`src/pws_pkg.sv`:
```
// shared types, constants and saturation helper for the perspective projection block
package pws_pkg;

   localparam int FRAC_BITS_DEF = 16;
   localparam int WIN_BITS      = 15;
   localparam logic [WIN_BITS-1:0] WIN_W_RESET = 15'd1920;
   localparam logic [WIN_BITS-1:0] WIN_H_RESET = 15'd1080;

   // register indexes on the csr port
   localparam logic REG_WINDOW_WIDTH  = 1'b0;
   localparam logic REG_WINDOW_HEIGHT = 1'b1;

   // request modes
   localparam logic MODE_COEF    = 1'b0;
   localparam logic MODE_PROJECT = 1'b1;

   typedef struct packed {
      logic               mode;
      logic [3:0]         coef_index;
      logic signed [31:0] coef_value;
      logic signed [31:0] pos_x;
      logic signed [31:0] pos_y;
      logic signed [31:0] pos_z;
   } req_type;

   typedef struct packed {
      logic               visible;
      logic signed [31:0] screen_x;
      logic signed [31:0] screen_y;
   } rsp_type;

   typedef struct packed {
      logic               vld;
      logic               vis;
      logic signed [31:0] cx;
      logic signed [31:0] cy;
      logic signed [31:0] cw;
   } clip_type;

   typedef struct packed {
      logic               vld;
      logic               vis;
      logic signed [31:0] nx;
      logic signed [31:0] ny;
   } ndc_type;

   function automatic logic signed [31:0] sat32(input logic signed [63:0] v);
      logic signed [31:0] r;
      if (v[63:31] == {33{1'b0}} || v[63:31] == {33{1'b1}}) begin
         r = v[31:0];
      end else if (v[63]) begin
         r = 32'sh8000_0000;
      end else begin
         r = 32'sh7fff_ffff;
      end
      return r;
   endfunction

endpackage

```
`src/pws_view.sv`:
```
// viewport map: half-size multiply stage, then offset, saturate and output register
module pws_view #(
   parameter int FRAC_BITS = pws_pkg::FRAC_BITS_DEF
) (
   input  logic                          clock,
   input  logic                          reset,
   input  logic                          en,
   input  pws_pkg::ndc_type              ndc_in,
   input  logic [pws_pkg::WIN_BITS-2:0]  half_w,
   input  logic [pws_pkg::WIN_BITS-2:0]  half_h,
   output logic                          out_valid,
   output pws_pkg::rsp_type              out_payload
);

   localparam int HB = pws_pkg::WIN_BITS - 1;

   logic               vld_ff, vis_ff, vldo_ff;
   logic signed [46:0] mx_in, my_in, mx_ff, my_ff;
   logic [HB-1:0]      hw_ff, hh_ff;
   logic signed [63:0] offx, offy;
   pws_pkg::rsp_type   rsp_in, rsp_ff;

   assign mx_in = $signed({1'b0, half_w}) * ndc_in.nx;
   assign my_in = $signed({1'b0, half_h}) * ndc_in.ny;

   always_ff @(posedge clock) begin
      if (reset) begin
         vld_ff  <= 1'b0;
         vldo_ff <= 1'b0;
      end else if (en) begin
         vld_ff  <= ndc_in.vld;
         vldo_ff <= vld_ff;
      end
   end

   always_ff @(posedge clock) begin
      if (en) begin
         vis_ff <= ndc_in.vis;
         mx_ff  <= mx_in;
         my_ff  <= my_in;
         hw_ff  <= half_w;
         hh_ff  <= half_h;
         rsp_ff <= rsp_in;
      end
   end

   always_comb begin
      offx = $signed({{(64-HB-FRAC_BITS){1'b0}}, hw_ff, {FRAC_BITS{1'b0}}});
      offy = $signed({{(64-HB-FRAC_BITS){1'b0}}, hh_ff, {FRAC_BITS{1'b0}}});
      rsp_in.visible = vis_ff;
      if (vis_ff) begin
         rsp_in.screen_x = pws_pkg::sat32(64'(mx_ff) + offx);
         rsp_in.screen_y = pws_pkg::sat32(offy - 64'(my_ff));
      end else begin
         rsp_in.screen_x = '0;
         rsp_in.screen_y = '0;
      end
   end

   assign out_valid   = vldo_ff;
   assign out_payload = rsp_ff;

endmodule

```
`config.mk`:
```
export PLATFORM = sky130hd
export DESIGN_NAME = pws_view
export DESIGN_NICKNAME = d
export VERILOG_FILES = /design/src/pws_pkg.sv /design/src/pws_view.sv
export SDC_FILE = /design/constraint.sdc
export NUM_CORES = 2
export LEC_CHECK = 0
export BUFFER_PORTS_ARGS = -buffer_cell sky130_fd_sc_hd__buf_2
export CAP_MARGIN = 20
export CORE_AREA = 2 2 348 350
export DETAILED_ROUTE_END_ITERATION = 12
export DIE_AREA = 0 0 350 352
export PLACE_DENSITY = 0.53
export SYNTH_ARGS = -nofsm -noshare
export SYNTH_HDL_FRONTEND = slang
export SYNTH_SLANG_ARGS = --single-unit
```
`constraint.sdc`:
```
create_clock -name clock -period 8.9 [get_ports clock]
set_clock_uncertainty 0.15 [all_clocks]
set_input_delay 1.78 -clock clock [delete_from_list [all_inputs] [get_ports clock]]
set_output_delay 1.78 -clock clock [all_outputs]
set_load 0.05 [all_outputs]
```
Word level (Yosys, flattened, before mapping)
Index checks and enable logic that the tools add are counted.
{"block": "totals", "regBits": 190, "word_cells": 24}
{"block": "op_classes", "muxes": 4, "eq_ne": 2, "mul": 2, "n_addsub": 2, "reduce_logical": 4}
{"cell": "32-bit 2-to-1 mux", "count": 4}
{"cell": "15-bit by 32-bit multiplier with 47-bit output", "count": 2}
{"cell": "33-bit == test, second input constant", "count": 2}
{"cell": "33-bit zero test", "count": 2}
{"cell": "47-bit by 31-bit adder with 48-bit output", "count": 1}
{"cell": "31-bit by 47-bit subtractor with 48-bit output", "count": 1}
{"cell": "1-bit logical OR", "count": 2}

Longest topological paths before layout
{"block": "depth", "depth_word": 4, "mapped_depth": 25}

Least setup slack after synthesis
OpenSTA, ideal clock, no wires.
{"block": "synth_path", "kind": "input to register", "start": "in half_h[0] in the netlist's numbering", "end": "reg my_ff[46], data pin", "path_buffers": 2, "path_slack_ps": 723, "arrival_ps": 7767, "stages": 24, "path_cell_list": "clkbuf_1 > and2_1 > fa_1 > inv_1 > fa_1 > inv_1 > fa_1 > fa_1 > fa_1 > inv_1 > fa_1 > inv_1 > ha_1 > clkbuf_1 > a21o_1 > a21o_1 > o41ai_1 > a41oi_1 > o21ai_1 > o221ai_1 > o221a_2 > a2111o_1 > a21oi_1 > xnor2_1"}
{"block": "synth_via", "elab_chain_cells": 1}
{"element": "start, declared", "line": "pws_view.sv:10", "text": "input logic [pws_pkg::WIN_BITS-2:0] half_h,"}
{"element": "15-bit by 32-bit multiplier with 47-bit output", "line": "pws_view.sv:24", "text": "assign my_in = $signed({1'b0, half_h}) * ndc_in.ny;"}
{"element": "via my_in[46]", "line": "pws_view.sv:18", "text": "logic signed [46:0] mx_in, my_in, mx_ff, my_ff;"}
{"element": "end signal, assigned", "line": "pws_view.sv:40", "text": "my_ff <= my_in;"}
{"element": "end, declared", "line": "pws_view.sv:18"}
The timed path passes the listed nets, and every way through them passes these cells.
A chain may end at the register's enable or synchronous reset.

Worst setup path after layout
{"block": "layout_path", "start": "in half_w[5] in the netlist's numbering", "end": "reg mx_ff[42], data pin"}
{"block": "layout_via", "elab_chain_cells": 1}
{"element": "start, declared", "line": "pws_view.sv:9", "text": "input logic [pws_pkg::WIN_BITS-2:0] half_w,"}
{"element": "15-bit by 32-bit multiplier with 47-bit output", "line": "pws_view.sv:23", "text": "assign mx_in = $signed({1'b0, half_w}) * ndc_in.nx;"}
{"element": "via mx_in[42]", "line": "pws_view.sv:18"}
{"element": "end signal, assigned", "line": "pws_view.sv:39", "text": "mx_ff <= mx_in;"}
{"element": "end, declared", "line": "pws_view.sv:18"}
The timed path passes the listed nets, and every way through them passes these cells.

==> impl.org <==
** Yosys
- Total number of yosys warnings :: 0
- The most used flip-flop cell after synthesis is sky130_fd_sc_hd__edfxtp_1.
- Of the post-synthesis cell area, the dominant cell type holds 0.408.
- Register bit total from synthesis :: 190
- In this run, distinct cell masters in the synthesized netlist total 80.
- Counting instances in the post-synthesis netlist gives the leading cell types as sky130_fd_sc_hd__inv_1 (908), sky130_fd_sc_hd__fa_1 (821), sky130_fd_sc_hd__and2_1 (580).
- Asr flop ratio synth :: 0
- Of the synthesized area, sequential elements account for 0.141.
- In this run the cell area of the synthesized design comes to 40300 µm².
- Summed over all instances, the cell type with the most area after synthesis is sky130_fd_sc_hd__fa_1.
- Main area contributors after synthesis :: sky130_fd_sc_hd__fa_1 (41%), sky130_fd_sc_hd__edfxtp_1 (14%), sky130_fd_sc_hd__and2_1 (9.0%)
- The cell count after synthesis came out at 4196.
- When the netlist entered floorplanning its net count stood at 5357.
- The synthesized design contains 188 enable-type register cells.
- Most repeated cell in the gate-level netlist after synthesis :: sky130_fd_sc_hd__inv_1
- Each instance of the synthesized netlist takes up on average 9.60 µm².

** GRT
- Number of global-route vias before repair :: 30.6k
- Tot GR Track Use :: 0.170
- Wire length of the first global-routing pass :: 166000 µm
- The number of antenna violations at the first check in global routing is 2.
- The total overflow left after global routing is 0.
- Maximum number of pins on one net before global-route repair :: 74

** Worst setup path
- The largest single stage delay on the critical path is 0.56 ns.
- The worst setup path is captured at a flop.
- Arrival @ worst endpoint :: 8.40 ns
- Critical-path maximum fanout :: 24
- The cell that appears most often on the critical path is sky130_fd_sc_hd__fa_1.
- The critical path is of the in -> reg type.
- For the worst setup path, the data required time is 8.97 ns.
- The signal on the critical path passes through buf_2, buf_4, and2_1, fa_1, inv_1, fa_1, inv_1, fa_1, fa_1, fa_1, fa_1, ha_1, o21ai_1, a2111oi_0, buf_4, nor2_1, o21bai_1, a32o_1, a31oi_1, buf_4, a311oi_1, a21oi_1, o21ai_1, xor2_1.
- For this design, the slowest cell found on the critical path is sky130_fd_sc_hd__fa_1.
- The worst setup path is launched from a primary input.

** Routing
- After detailed routing, the number of remaining DRC violations is 0.
- Routed WL :: 101000 µm
- Via count :: 28.0k
- Once detail routing completed, the nets flagged for antenna violations numbered 0.
- For this run, the detailed router's first-pass iteration total came to 5.
- Routed wire per std cell :: 17.0 µm
- Drt initial violations :: 1175
- Via count normalized by instance count :: 4.74

** CTS
- # clock sinks :: 190
- Clock transition at the register clock pins on the worst setup and hold paths after CTS :: 0.08 ns
- Hold bufs inserted after CTS :: 0
- The H-tree was split into 4 levels.
- Post-CTS repair changed the size of 0 cells.
- No sink is reached through more buffers than the 2 on the longest clock path.
- Number of buffers added for setup after CTS :: 0
- TritonCTS built the clock tree.
- Buffers inserted during clock tree synthesis total 17.
- Clock latency of the later-clocked register in the worst-skew pair :: 0.49 ns
- Buffer cell driving the clock tree root :: sky130_fd_sc_hd__clkbuf_16

** Timing
- The hold violation count in the final report came to 0.
- Static timing analysis puts the maximum clock frequency at 120 MHz.
- Final cycle utilization of the critical path :: 0.936
- Period minus WS final :: 8.33 ns
- Final setup violation count :: 0
- Setup repair after global routing left no endpoint under its margin.
- Fin Setup TNS :: 0 ns
- Measured against its own limit, the worst slew margin works out to 0.418.
- For the pin with the worst max-slew slack, the measured transition is 0.873 ns.
- The total count of max-transition violations in the final report is 0.

** Floorplan
- Floorplan die width :: 350 µm
- Total Die Area :: 123000 µm²
- For this configuration, the core starts out at a cell density of 0.338.
- Die span in y :: 352 µm
- Pin placement for this block handled 163 I/O pins.
- Placeable core region :: 119000 µm²
- After floorplanning, the core was divided into 127 placement rows.

** Placed design
- Count of buffers from port buffering :: 162
- Detailed placement finished with a half-perimeter wire length of 83300 µm.
- Placer's final routability congestion estimate :: 0.822

** Layout
- Relative to the synthesized area, the layout overhead comes to 8.45%.
- NumNets Final :: 5436
- Fraction of layout instances using a drive strength above 1 :: 0.0700
- The layout has 12.2k filler cells.

** Min path
- In this run the worst hold path is classified as reg -> reg.

** Run
- Across the run, the number of max-cap violations was 0.

** Status
- Result of the run :: finished, final reports clean
## final timing paths
| path | from | to | slack, ns | cells after the start |
|---|---|---|---|---|
| hold / removal | out_valid | out_valid | 0.35 | 2 |
| setup / recovery | half_w[5] | mx_ff[42] | 0.57 | 24 |
| setup reg to reg | hw_ff[1] | out_payload[50] | 4.22 | 12 |
| hold reg to reg | out_valid | out_valid | 0.35 | 2 |
## kinds of logic after synthesis
family / after synthesis / share of synthesized area
multiplexers: 37 / 0.00928
buffers and inverters: 1091 / 0.103
AND/OR/NAND/NOR: 1270 / 0.166
AO/OA/AOI/OAI: 399 / 0.0661
adder cells (fa/ha/maj): 1064 / 0.483
flip-flops: 190 / 0.141
XOR/XNOR: 145 / 0.0315
## state kept, by name (all words and copies together) (netlist names)
signal,flops
hw_ff,14
out_valid,1
vis_ff,1
vld_ff,1
my_ff,47
mx_ff,47
out_payload,65
hh_ff,14
## metrics by stage
step           hold slack [ns]  worst slack, ns  std cells   util  area [µm²]
2_1_floorplan            0.274            0.723       4196      -       40300
3_3_place_gp             0.323            0.167       5868  0.361       43100
3_5_place_dp             0.337            0.173       5868  0.361       43100
4_1_cts                  0.362            0.687       5900  0.366       43700
5_1_grt                  0.392            0.195       5900  0.366       43700
6_report                 0.352            0.570       5903  0.366       43700
## area by class of cell
| type | instances | area (µm²) | share of cell area |
|---|---|---|---|
| diodes | 3 | 7.51 | 0.000172 |
| clock buffers | 17 | 425 | 0.00973 |
| clock inverters | 15 | 204 | 0.00467 |
| inverters | 908 | 3410 | 0.0780 |
| multi-input cells | 2915 | 30500 | 0.697 |
| flip-flops and latches | 190 | 5690 | 0.130 |
| well taps | 1612 | 2020 | 0.0461 |
| repair buffers | 243 | 1490 | 0.0341 |
## cell usage in the layout, fill, tap and decap left out, types with 6 or more instances in the layout
cell                        count
sky130_fd_sc_hd__inv_1        908
sky130_fd_sc_hd__fa_1         821
sky130_fd_sc_hd__and2_1       580
sky130_fd_sc_hd__nand2_1      426
sky130_fd_sc_hd__ha_1         243
sky130_fd_sc_hd__edfxtp_1     188
sky130_fd_sc_hd__buf_2        161
sky130_fd_sc_hd__a21oi_1      111
sky130_fd_sc_hd__xnor2_1       99
sky130_fd_sc_hd__a21o_1        90
sky130_fd_sc_hd__nor2_1        79
sky130_fd_sc_hd__buf_4         76
sky130_fd_sc_hd__o21ai_0       47
sky130_fd_sc_hd__xor2_1        46
sky130_fd_sc_hd__nand3_1       38
sky130_fd_sc_hd__mux2i_1       34
sky130_fd_sc_hd__nor3_1        29
sky130_fd_sc_hd__o21bai_1      22
sky130_fd_sc_hd__or3_1         18
sky130_fd_sc_hd__clkbuf_16     17
sky130_fd_sc_hd__nand4_1       16
sky130_fd_sc_hd__o21a_1        16
sky130_fd_sc_hd__a211oi_1      15
sky130_fd_sc_hd__and3_1        14
sky130_fd_sc_hd__o21ai_1       14
sky130_fd_sc_hd__nor2b_1       13
sky130_fd_sc_hd__nor4_1        12
sky130_fd_sc_hd__nand2b_1      12
sky130_fd_sc_hd__a31oi_1        9
sky130_fd_sc_hd__clkinv_8       7
sky130_fd_sc_hd__o211ai_1       6
sky130_fd_sc_hd__and4_1         6
## metal layers
metal | vias up | part of all wire | GRT usage | routed length, µm
met3 | 100 | 0.032 | 0.0176 | 3210
met4 | 0 | 0.021 | 0.0416 | 2110
li1 | 12900 | - | - | -
met1 | 14500 | 0.45 | 0.226 | 44900
met2 | 430 | 0.50 | 0.297 | 50400
met5 | - | 0 | 0 | 0
## worst max-delay path: cells and delay by family
family / cells / cell delay [ns]
AND/OR/NAND/NOR: 2 / 0.19
buffers and inverters: 6 / 1.19
adder cells (fa/ha/maj): 7 / 3.09
XOR/XNOR: 1 / 0.11
AO/OA/AOI/OAI: 8 / 1.98
Power is left out: the tool's default activity adds up to more than one toggle a clock period on the data nets, which glitch-free logic cannot reach.
